`src/rtl/assert_macros.svh`:
```
// assertion helpers, sampled on clk_i and quiet while rst_ni is low
`ifndef ASSERT_MACROS_SVH
`define ASSERT_MACROS_SVH

// same-cycle implication
`define ASSERT_IMPL(label, ante, cons) \
  label: assert property (@(posedge clk_i) disable iff (!rst_ni) (ante) |-> (cons)) \
    else $error("assertion failed");

// next-cycle implication
`define ASSERT_NEXT(label, ante, cons) \
  label: assert property (@(posedge clk_i) disable iff (!rst_ni) (ante) |=> (cons)) \
    else $error("assertion failed");

`endif

```
`src/rtl/ed_pkg.sv`:
```
package ed_pkg;

  localparam int MAX_LEN = 64;
  localparam int ADDR_W  = (MAX_LEN > 1) ? $clog2(MAX_LEN) : 1;
  localparam int COST_W  = $clog2(MAX_LEN + 1);
  localparam int SYM_W   = 8;
  localparam int FUNC_W  = 2;
  localparam int DIST_W  = 7;
  localparam int DIST_MAX = 127;

  localparam logic [FUNC_W-1:0] FUNC_APPEND_FIRST  = 2'd0;
  localparam logic [FUNC_W-1:0] FUNC_APPEND_SECOND = 2'd1;
  localparam logic [FUNC_W-1:0] FUNC_COMPUTE       = 2'd2;

  typedef struct packed {
    logic [FUNC_W-1:0] func;
    logic [SYM_W-1:0]  symbol;
  } in_item_t;

  typedef struct packed {
    logic [DIST_W-1:0] distance;
    logic              truncated;
  } out_item_t;

  // memory port requests from the sequencer
  typedef struct packed {
    logic              a_re;
    logic [ADDR_W-1:0] a_raddr;
    logic              b_re;
    logic [ADDR_W-1:0] b_raddr;
    logic              c_re;
    logic [ADDR_W-1:0] c_raddr;
    logic              c_we;
    logic [ADDR_W-1:0] c_waddr;
    logic [COST_W-1:0] c_wdata;
  } mem_req_t;

  function automatic logic [DIST_W-1:0] sat_dist(input logic [COST_W-1:0] v);
    logic [31:0] wide;
    wide = 32'(v);
    if (wide > 32'(DIST_MAX)) begin
      return DIST_W'(DIST_MAX);
    end
    return DIST_W'(v);
  endfunction

endpackage

```
`src/rtl/ed_ram.sv`:
```
module ed_ram #(
  parameter int WIDTH = 8,
  parameter int DEPTH = 64,
  parameter int AW    = (DEPTH > 1) ? $clog2(DEPTH) : 1
) (
  input  logic             clk_i,
  input  logic             we_i,
  input  logic [AW-1:0]    waddr_i,
  input  logic [WIDTH-1:0] wdata_i,
  input  logic             re_i,
  input  logic [AW-1:0]    raddr_i,
  output logic [WIDTH-1:0] rdata_o
);

  logic [WIDTH-1:0] mem_q [DEPTH];
  logic [WIDTH-1:0] rdata_q;

  always_ff @(posedge clk_i) begin
    if (we_i) begin
      mem_q[waddr_i] <= wdata_i;
    end
  end

  // read data holds until the next read
  always_ff @(posedge clk_i) begin
    if (re_i) begin
      rdata_q <= mem_q[raddr_i];
    end
  end

  assign rdata_o = rdata_q;

endmodule

```
`src/rtl/ed_cell.sv`:
```
module ed_cell (
  input  logic [ed_pkg::SYM_W-1:0]  a_sym_i,
  input  logic [ed_pkg::SYM_W-1:0]  b_sym_i,
  input  logic [ed_pkg::COST_W-1:0] diag_i,
  input  logic [ed_pkg::COST_W-1:0] above_i,
  input  logic [ed_pkg::COST_W-1:0] left_i,
  output logic [ed_pkg::COST_W-1:0] cost_o
);
  import ed_pkg::*;

  logic [COST_W-1:0] min_da;
  logic [COST_W-1:0] min_all;

  always_comb begin
    min_da  = (diag_i < above_i) ? diag_i : above_i;
    min_all = (min_da < left_i) ? min_da : left_i;
    if (a_sym_i == b_sym_i) begin
      cost_o = diag_i;
    end else begin
      cost_o = min_all + COST_W'(1);
    end
  end

endmodule

```
`src/rtl/ed_ctrl.sv`:
```
module ed_ctrl (
  input  logic                      clk_i,
  input  logic                      rst_ni,
  input  logic                      start_i,
  input  logic [ed_pkg::COST_W-1:0] first_len_i,
  input  logic [ed_pkg::COST_W-1:0] second_len_i,
  input  logic [ed_pkg::SYM_W-1:0]  a_rdata_i,
  input  logic [ed_pkg::SYM_W-1:0]  b_rdata_i,
  input  logic [ed_pkg::COST_W-1:0] c_rdata_i,
  input  logic                      out_free_i,
  output ed_pkg::mem_req_t          req_o,
  output logic                      busy_o,
  output logic                      done_o,
  output logic [ed_pkg::COST_W-1:0] dist_o
);
  import ed_pkg::*;

  typedef enum logic [1:0] {
    ST_IDLE,
    ST_ROW,
    ST_CELL,
    ST_FINISH
  } state_e;

  state_e            state_q;
  logic [COST_W-1:0] i_q, j_q, m_q, n_q;
  logic [COST_W-1:0] left_q, diag_q, dist_q;
  logic [COST_W-1:0] above;
  logic [COST_W-1:0] cost;

  // first row of the table is j itself, so it is never stored
  assign above = (i_q == COST_W'(1)) ? j_q : c_rdata_i;

  ed_cell u_cell (
    .a_sym_i (a_rdata_i),
    .b_sym_i (b_rdata_i),
    .diag_i  (diag_q),
    .above_i (above),
    .left_i  (left_q),
    .cost_o  (cost)
  );

  always_comb begin
    req_o         = '0;
    req_o.a_raddr = ADDR_W'(i_q - COST_W'(1));
    req_o.c_waddr = ADDR_W'(j_q - COST_W'(1));
    req_o.c_wdata = cost;
    case (state_q)
      ST_ROW: begin
        req_o.a_re = 1'b1;
        req_o.b_re = 1'b1;
        req_o.c_re = 1'b1;
      end
      ST_CELL: begin
        req_o.c_we = 1'b1;
        if (j_q != n_q) begin
          req_o.b_re    = 1'b1;
          req_o.b_raddr = ADDR_W'(j_q);
          req_o.c_re    = 1'b1;
          req_o.c_raddr = ADDR_W'(j_q);
        end
      end
      default: begin
      end
    endcase
  end

  always_ff @(posedge clk_i or negedge rst_ni) begin
    if (!rst_ni) begin
      state_q <= ST_IDLE;
      i_q     <= '0;
      j_q     <= '0;
      m_q     <= '0;
      n_q     <= '0;
      left_q  <= '0;
      diag_q  <= '0;
      dist_q  <= '0;
    end else begin
      case (state_q)
        ST_IDLE: begin
          if (start_i) begin
            m_q <= first_len_i;
            n_q <= second_len_i;
            i_q <= COST_W'(1);
            if (first_len_i == '0 || second_len_i == '0) begin
              dist_q  <= first_len_i | second_len_i;
              state_q <= ST_FINISH;
            end else begin
              state_q <= ST_ROW;
            end
          end
        end
        ST_ROW: begin
          j_q     <= COST_W'(1);
          left_q  <= i_q;
          diag_q  <= i_q - COST_W'(1);
          state_q <= ST_CELL;
        end
        ST_CELL: begin
          left_q <= cost;
          diag_q <= above;
          if (j_q == n_q) begin
            if (i_q == m_q) begin
              dist_q  <= cost;
              state_q <= ST_FINISH;
            end else begin
              i_q     <= i_q + COST_W'(1);
              state_q <= ST_ROW;
            end
          end else begin
            j_q <= j_q + COST_W'(1);
          end
        end
        ST_FINISH: begin
          if (out_free_i) begin
            state_q <= ST_IDLE;
          end
        end
        default: begin
          state_q <= ST_IDLE;
        end
      endcase
    end
  end

  assign busy_o = (state_q != ST_IDLE);
  assign done_o = (state_q == ST_FINISH) && out_free_i;
  assign dist_o = dist_q;

endmodule

```
`src/rtl/edit_distance_engine.sv`:
```
// edit distance engine: Levenshtein distance between two byte strings
//
// input channel (in_valid_i / in_stall_o / in_item_i): func selects append to
// the first string, append to the second string, or compute. appends are
// taken while in_stall_o is low; a string holds up to MAX_LEN symbols and
// later symbols are dropped and remembered in the truncated flag. func 3 is
// swallowed silently. compute starts a row-by-row sweep of the cost table
// through one shared compare/min cell, clears both strings and the truncated
// flag, and yields one item on the output channel (out_valid_o /
// out_stall_i / out_item_o). for lengths m, n both nonzero the sweep visits
// one table cell per cycle, with an ST_ROW step at the start of each row to
// fetch the row symbol from the first string memory; with an empty string
// no sweep runs. in_stall_o stays high for the whole sweep. the result sits
// in an output register; while the receiver stalls, appends are still
// taken, and a following compute runs but holds its result until the
// register is free. reset clears lengths, flag and handshake state; string
// and cost memories start undefined and need no clear
`include "assert_macros.svh"

module edit_distance_engine (
  input  logic              clk_i,
  input  logic              rst_ni,
  input  logic              in_valid_i,
  output logic              in_stall_o,
  input  ed_pkg::in_item_t  in_item_i,
  output logic              out_valid_o,
  input  logic              out_stall_i,
  output ed_pkg::out_item_t out_item_o
);
  import ed_pkg::*;

  logic              in_acc;
  logic              start;
  logic              app_first, app_second;
  logic              first_full, second_full;
  logic [COST_W-1:0] first_len_q, second_len_q;
  logic              overflow_q;
  logic              trunc_q;
  logic              out_valid_q;
  out_item_t         out_item_q;
  logic              out_free;

  mem_req_t          req;
  logic              ctrl_busy, ctrl_done;
  logic [COST_W-1:0] ctrl_dist;
  logic [SYM_W-1:0]  a_rdata, b_rdata;
  logic [COST_W-1:0] c_rdata;

  // no new item while the sweep owns the strings
  assign in_stall_o = ctrl_busy;
  assign in_acc     = in_valid_i && !in_stall_o;
  assign start      = in_acc && (in_item_i.func == FUNC_COMPUTE);
  assign app_first  = in_acc && (in_item_i.func == FUNC_APPEND_FIRST);
  assign app_second = in_acc && (in_item_i.func == FUNC_APPEND_SECOND);

  assign first_full  = (first_len_q == COST_W'(MAX_LEN));
  assign second_full = (second_len_q == COST_W'(MAX_LEN));

  // result register is free when empty or being taken this cycle
  assign out_free = !out_valid_q || !out_stall_i;

  // string lengths and overflow tracking
  always_ff @(posedge clk_i or negedge rst_ni) begin
    if (!rst_ni) begin
      first_len_q  <= '0;
      second_len_q <= '0;
      overflow_q   <= 1'b0;
      trunc_q      <= 1'b0;
    end else begin
      if (start) begin
        first_len_q  <= '0;
        second_len_q <= '0;
        overflow_q   <= 1'b0;
        trunc_q      <= overflow_q;
      end else if (app_first) begin
        if (first_full) begin
          overflow_q <= 1'b1;
        end else begin
          first_len_q <= first_len_q + COST_W'(1);
        end
      end else if (app_second) begin
        if (second_full) begin
          overflow_q <= 1'b1;
        end else begin
          second_len_q <= second_len_q + COST_W'(1);
        end
      end
    end
  end

  ed_ram #(
    .WIDTH (SYM_W),
    .DEPTH (MAX_LEN)
  ) u_first_ram (
    .clk_i   (clk_i),
    .we_i    (app_first && !first_full),
    .waddr_i (ADDR_W'(first_len_q)),
    .wdata_i (in_item_i.symbol),
    .re_i    (req.a_re),
    .raddr_i (req.a_raddr),
    .rdata_o (a_rdata)
  );

  ed_ram #(
    .WIDTH (SYM_W),
    .DEPTH (MAX_LEN)
  ) u_second_ram (
    .clk_i   (clk_i),
    .we_i    (app_second && !second_full),
    .waddr_i (ADDR_W'(second_len_q)),
    .wdata_i (in_item_i.symbol),
    .re_i    (req.b_re),
    .raddr_i (req.b_raddr),
    .rdata_o (b_rdata)
  );

  // cost row, entry k holds column k+1 of the current table row
  ed_ram #(
    .WIDTH (COST_W),
    .DEPTH (MAX_LEN)
  ) u_cost_ram (
    .clk_i   (clk_i),
    .we_i    (req.c_we),
    .waddr_i (req.c_waddr),
    .wdata_i (req.c_wdata),
    .re_i    (req.c_re),
    .raddr_i (req.c_raddr),
    .rdata_o (c_rdata)
  );

  ed_ctrl u_ctrl (
    .clk_i        (clk_i),
    .rst_ni       (rst_ni),
    .start_i      (start),
    .first_len_i  (first_len_q),
    .second_len_i (second_len_q),
    .a_rdata_i    (a_rdata),
    .b_rdata_i    (b_rdata),
    .c_rdata_i    (c_rdata),
    .out_free_i   (out_free),
    .req_o        (req),
    .busy_o       (ctrl_busy),
    .done_o       (ctrl_done),
    .dist_o       (ctrl_dist)
  );

  // output register
  always_ff @(posedge clk_i or negedge rst_ni) begin
    if (!rst_ni) begin
      out_valid_q <= 1'b0;
    end else begin
      if (ctrl_done) begin
        out_valid_q <= 1'b1;
      end else if (out_valid_q && !out_stall_i) begin
        out_valid_q <= 1'b0;
      end
    end
  end

  always_ff @(posedge clk_i) begin
    if (ctrl_done) begin
      out_item_q.distance  <= sat_dist(ctrl_dist);
      out_item_q.truncated <= trunc_q;
    end
  end

  assign out_valid_o = out_valid_q;
  assign out_item_o  = out_item_q;

  `ASSERT_IMPL(a_len_bound, 1'b1,
    first_len_q <= COST_W'(MAX_LEN) && second_len_q <= COST_W'(MAX_LEN))
  `ASSERT_IMPL(a_done_free, ctrl_done, out_free)
  `ASSERT_NEXT(a_compute_clears, start,
    first_len_q == '0 && second_len_q == '0 && !overflow_q && ctrl_busy)

endmodule

```
`config.mk`:
```
export PLATFORM = sky130hd
export DESIGN_NAME = edit_distance_engine
export DESIGN_NICKNAME = d
export VERILOG_FILES = /design/src/rtl/ed_pkg.sv /design/src/rtl/ed_ram.sv /design/src/rtl/ed_cell.sv /design/src/rtl/ed_ctrl.sv /design/src/rtl/edit_distance_engine.sv
export VERILOG_INCLUDE_DIRS = /design/src /design/src/rtl
export SDC_FILE = /design/constraint.sdc
export NUM_CORES = 2
export LEC_CHECK = 0
export BUFFER_PORTS_ARGS = -buffer_cell sky130_fd_sc_hd__buf_2
export CORE_MARGIN = 3
export CORE_UTILIZATION = 57
export DETAILED_ROUTE_END_ITERATION = 8
export HOLD_SLACK_MARGIN = 0.06
export PLACE_DENSITY = 0.76
export SLEW_MARGIN = 20
export SYNTH_ARGS = -nofsm -noshare
export SYNTH_HDL_FRONTEND = slang
export SYNTH_SLANG_ARGS = --single-unit
```
`constraint.sdc`:
```
create_clock -name clk_i -period 8.75 [get_ports clk_i]
set_input_delay 1.3125 -clock clk_i [delete_from_list [all_inputs] [get_ports clk_i]]
set_output_delay 1.3125 -clock clk_i [all_outputs]
set_load 0.1 [all_outputs]
```
Word level (Yosys, flattened, before mapping)
Memory sizes are Yosys's and may differ from the RTL's. A register that Yosys moved wholly into a read port is not among the register bits.
Index checks and enable logic that the tools add are counted.
{"block": "op_classes", "n_addsub": 7, "magnitude_cmp": 2, "n_eq_ne": 23, "mux": 49, "bitwise_logic": 1, "n_reduce_logical": 35}
{"cell": "$mux 7", "n": 20}
{"cell": "$pmux 7 s2", "n": 5}
{"cell": "$add 7x1->7 const B", "n": 5}
{"cell": "$eq 7x7->1", "n": 2}
{"cell": "$eq 7x7->1 const B", "n": 2}
{"cell": "$logic_not 7->1", "n": 2}
{"cell": "$lt 7x7->1", "n": 2}
{"cell": "$mux 1", "n": 14}
{"cell": "$mux 14", "n": 1}
{"cell": "$ne 2x2->1 const B", "n": 6}
{"cell": "$reduce_bool 2->1", "n": 6}
{"cell": "$mux 2", "n": 5}
{"cell": "$reduce_and 3->1", "n": 3}
{"cell": "$eq 8x8->1", "n": 1}
{"cell": "$logic_and 1x1->1", "n": 8}
{"cell": "$ne 2x1->1 const B", "n": 4}
{"cell": "$pmux 2 s4", "n": 1}
{"cell": "$eq 7x1->1 const B", "n": 1}
{"cell": "$ne 7x7->1", "n": 1}
{"cell": "$or 7x7->7", "n": 1}
{"cell": "$sub 7x1->7 const B", "n": 1}
{"cell": "$eq 2x2->1 const B", "n": 3}
{"cell": "$mux 6", "n": 1}
{"cell": "$reduce_and 2->1", "n": 3}
{"cell": "10 further kinds", "n": 19}
{"block": "word_totals", "regBits": 76, "mem_bits_rw": 1472, "input_bits": 14, "output_inout_bits": 10, "wordCells": 135, "n_memories": 3}
{"memory": "u_first_ram.mem_q", "words": 64, "width": 8, "rd": 1, "rd_clocked_by_memory_dff": 1, "wr": 1, "line_no": "ed_ram.sv:15", "text": "logic [WIDTH-1:0] mem_q [DEPTH];"}
{"memory": "u_second_ram.mem_q", "words": 64, "width": 8, "rd": 1, "rd_clocked_by_memory_dff": 1, "wr": 1, "line_no": "ed_ram.sv:15"}
{"memory": "u_cost_ram.mem_q", "words": 64, "width": 7, "rd": 1, "rd_clocked_by_memory_dff": 1, "wr": 1, "line_no": "ed_ram.sv:15"}

Longest topological paths before layout
{"block": "logic_depth", "word_depth": 11, "depth_mapped": 33, "mapped_depth_nobuf": 28}

Cells and area by module
Synthesis repeated with hierarchy kept, for this count alone.
{"block": "hier_totals", "cells_unflattened": 3250, "hier_area_um2": 63357.0}
{"module": "ed_ram (u_first_ram ...)", "n_inst": 2, "cells_per_inst": 940, "area_each_um2": 20246.9, "seq_area_each_um2": 15615.0}
{"module": "ed_ram (u_cost_ram)", "n_inst": 1, "cells_per_inst": 827, "area_each_um2": 17705.7, "seq_area_each_um2": 13663.1}
{"module": "ed_ctrl", "n_inst": 1, "cells_per_inst": 318, "area_each_um2": 3093.0, "seq_area_each_um2": 1276.2}
{"module": "edit_distance_engine", "n_inst": 1, "cells_per_inst": 101, "area_each_um2": 1179.9, "seq_area_each_um2": 665.6}
{"module": "ed_cell", "n_inst": 1, "cells_per_inst": 124, "area_each_um2": 884.6, "seq_area_each_um2": 0.0}

Worst setup path before layout
OpenSTA, ideal clock, no wires.
{"block": "synth_timing", "path_type": "register to register", "start": "reg u_ctrl.i_q[1]", "end": "mem u_cost_ram.mem_q[0][5] (netlist bit) (data pin)", "setup_ps": 719, "arrival_ps": 7771, "t_required_ps": 8031, "path_slack_ps": 260, "path_stages_with_launch": 25, "n_path_buf": 4, "period_less_slack_ps": 8490, "path_cell_list": "dfrtp_1 clkbuf_1 inv_1 ha_1 nor2b_1 clkbuf_1 nand2_2 mux2i_1 ha_1 and2_1 a21boi_0 or2_1 a311oi_4 clkbuf_1 mux2_2 ha_1 a21o_1 a21o_1 a211oi_1 nand2_1 nor2_1 mux2i_1 buf_2 and3_1 o31ai_1"}
{"element": "start: declaration", "line_no": "ed_ctrl.sv:26", "text": "logic [COST_W-1:0] i_q, j_q, m_q, n_q;"}
{"element": "start signal: assignment", "line_no": "ed_ctrl.sv:107", "text": "i_q <= i_q + COST_W'(1);"}
{"element": "end: declaration", "line_no": "ed_ram.sv:15"}

==> flow_metrics.tcl <==
set metrics [dict create \
    status "finished, final reports clean" \
    cp-endpoint "u_cost_ram.mem_q[55][2]" \
    place_inst 5005 \
    setup_viol_count_final 0 \
    finClkSkew_ps 22.1 \
    grtUsageTotal_pct 23.4 \
    hpwl_um 81300 \
    power_w 0.0145 \
    cts_setup_buffers 0 \
    path_max_fanout 35 \
    initial_core_util_pct 57.5 \
    synth_nets 3664 \
    seqCellArea_um2 46800 \
    relSlewSlack_pct 29.9 \
    hold_viol 0 \
    cpMostUsedCell "ha_1" \
    cellLeakagePower_nw 29.4 \
    min_path_type "reg2reg" \
    cts_repair_resize_count 0 \
    grt_max_degree 106 \
    grt_pass1_wl_um 205000 \
    clk_pin_slew_ps 60 \
    crit_arrival_ps 8280 \
    synth_edf_count 1503 \
    instances_no_fill 5280 \
    synth_cells 3628 \
    r2r_start "u_ctrl.i_q[1]" \
    nNetsFinal 3696 \
    multi_input_area_um2 17300 \
    pre_cts_ws_ps 968 \
    ys_warn_count 0 \
    min_period_over_period_pct 88.5 \
    grt_overflow 0 \
    areaGrowthSynthToFinish_pct 10.1 \
    max-cap-violations 0 \
    synth-seq-cells 1571 \
    cp_top_family "simple AND/OR/NAND/NOR gates" \
    hold_slack_ps 456 \
    worst_pin_slew_ps 1050 \
    regToRegEndpoint "u_cost_ram.mem_q[55][2]" \
    cp_slowest_stage_delay_ps 710 \
    async_flop_share_pct 4.33 \
    rsz0062_at_grt "no" \
    cts_inserted_buffers 151 \
    layout_commonest_cell "edfxtp_1" \
    via_per_inst 6.13 \
    dieHeight_um 343 \
    r2r_slack_ps 1000 \
    cts-root-buf "clkbuf_16" \
    cts_buffer_depth 3 \
    ant_nets 0 \
    std_cell_rows 123 \
    drc 0 \
    syn_area_um2 64900 \
    wire_per_inst_um 25.8 \
    yosysSeqAreaShare_pct 72.2 \
    fp.dieW_um 343 \
    coreArea_um2 113000 \
    firstDrtPassIters 5 \
    setup_ws_ps 1000 \
    n_fill_cell 7531 \
    pin_count 24 \
    clk_latency_ps 750 \
    gp_congestion 0.840 \
    ctsHtreeMaxLevel 4 \
    tns_ps 0 \
    cp.depth 28 \
    crit_path_start "u_ctrl.i_q[1]" \
    cp.required_ps 9290 \
    routed_wl_um 136000 \
    path_buf_inv 6 \
    ys_types 63 \
    synth_flop_cell "edfxtp_1" \
    drive_gt1_share_pct 13.2 \
    vdd_ir_drop_max_v 0.000284 \
    cts_sinks 1571 \
    avgSynthCellArea_um2 17.9 \
    ctsHoldBuffers 0 \
    min_period_ps 7750 \
    start_kind "flip-flop" \
    grt_pass1_vias 32300 \
    end_kind "flip-flop" \
    hold_depth 0 \
    io_buffer_count 23 \
    cpMaxStageDelayCell "mux2i_1" \
    crit_type "reg2reg" \
    antenna_found_initial 1 \
    dieArea_um2 118000 \
    drtIter0Drc 3068 \
    mostFrequentLayoutCells "edfxtp_1, mux2i_1, nor2_1" \
    cts_tree "done" \
    vias 32400 \
    slew_viol_final 0 \
    fmax_mhz 129 \
    reg2reg_depth 28 \
    p_per_area_nw_per_um2 202 \
]
## registers in the layout, indices dropped and copies added, names as in the netlist, 8 cells and up
register / count
out_item_o: 8
u_cost_ram.mem_q: 448
u_first_ram.mem_q: 512
u_second_ram.mem_q: 512
u_first_ram.rdata_o: 8
u_second_ram.rdata_o: 8
## power breakdown
part / total [W] / internal (W) / switching (W)
Combinational: 0.0000913 / 0.00000565 / 0.0000857
Clock: 0.00618 / 0.00347 / 0.00271
Sequential: 0.00819 / 0.00819 / 0
Total: 0.0145 / 0.0117 / 0.00280
## per-stage QoR
step	instance area, um^2	utilization, %
2_1_floorplan	64900	-
4_1_cts	71400	63.3
6_report	71500	63.3
3_3_place_gp	66700	59.2
5_1_grt	71500	63.3
3_5_place_dp	66700	59.2
## per-layer routing
layer / GRT usage (%) / up-vias / wire [um]
li1: - / 14300 / -
met1: 32.3 / 16600 / 56000
met2: 37.9 / 1218 / 66700
met3: 3.77 / 255 / 8820
met4: 8.82 / 0 / 4800
met5: 0 / - / 0
## final cells by class
class | count | area share, %
clock inverters | 85 | 0.825
repair buffers | 74 | 0.879
well taps | 1500 | 2.63
inverters | 32 | 0.168
flip-flops and latches | 1571 | 65.6
clock buffers | 187 | 5.73
diodes | 1 | 0.00350
multi-input cells | 1830 | 24.2
## synthesized netlist by cell type (all sizes together), types with 3 or more instances
| cell | n | area [um^2] |
|---|---|---|
| a21oi | 16 | 80.1 |
| or3b | 3 | 26.3 |
| o21ai | 47 | 235 |
| a22oi | 8 | 60.1 |
| nand4 | 11 | 68.8 |
| buf | 85 | 338 |
| nor2b | 4 | 25.0 |
| o22ai | 6 | 37.5 |
| and2 | 4 | 25.0 |
| nor4 | 4 | 40.0 |
| mux2 | 10 | 113 |
| dfrtp | 68 | 1700 |
| nor3b | 4 | 30.0 |
| o211ai | 4 | 30.0 |
| nor2 | 259 | 972 |
| mux2i | 955 | 9560 |
| or3 | 8 | 50.1 |
| a311oi | 4 | 65.1 |
| ha | 22 | 275 |
| nor3 | 17 | 85.1 |
| nand3 | 34 | 170 |
| clkbuf | 110 | 413 |
| a211oi | 3 | 22.5 |
| inv | 30 | 113 |
| a31oi | 5 | 31.3 |
| nand3b | 4 | 30.0 |
| or2 | 7 | 43.8 |
| o31ai | 11 | 82.6 |
| xnor2 | 31 | 272 |
| mux4 | 168 | 3780 |
| a21boi | 3 | 22.5 |
| nand2b | 5 | 31.3 |
| xor2 | 28 | 245 |
| nand2 | 115 | 434 |
| a31o | 3 | 26.3 |
| a21o | 7 | 52.6 |
| edfxtp | 1503 | 45100 |
## cells by family after synthesis
group	count (synthesis)	synth area share (%)
buffers and inverters	227	1.34
XOR/XNOR	59	0.796
flip-flops	1571	72.2
adder cells (fa/ha/maj)	22	0.424
multiplexers	1133	20.7
AND/OR/NAND/NOR	484	3.19
AO/OA/AOI/OAI	132	1.36
## how the worst min path moves through the flow
stage                          start       endpoint  slack, ps
finish              u_ctrl.dist_o[5]  out_item_o[6]        460
global route        u_ctrl.dist_o[0]  out_item_o[1]        470
CTS                 u_ctrl.dist_o[0]  out_item_o[1]        460
detailed placement  u_ctrl.dist_o[0]  out_item_o[1]        440
global placement             trunc_q  out_item_o[0]        430
floorplan                    trunc_q  out_item_o[0]        420
No activity file was read; power rests on OpenSTA's default activity.
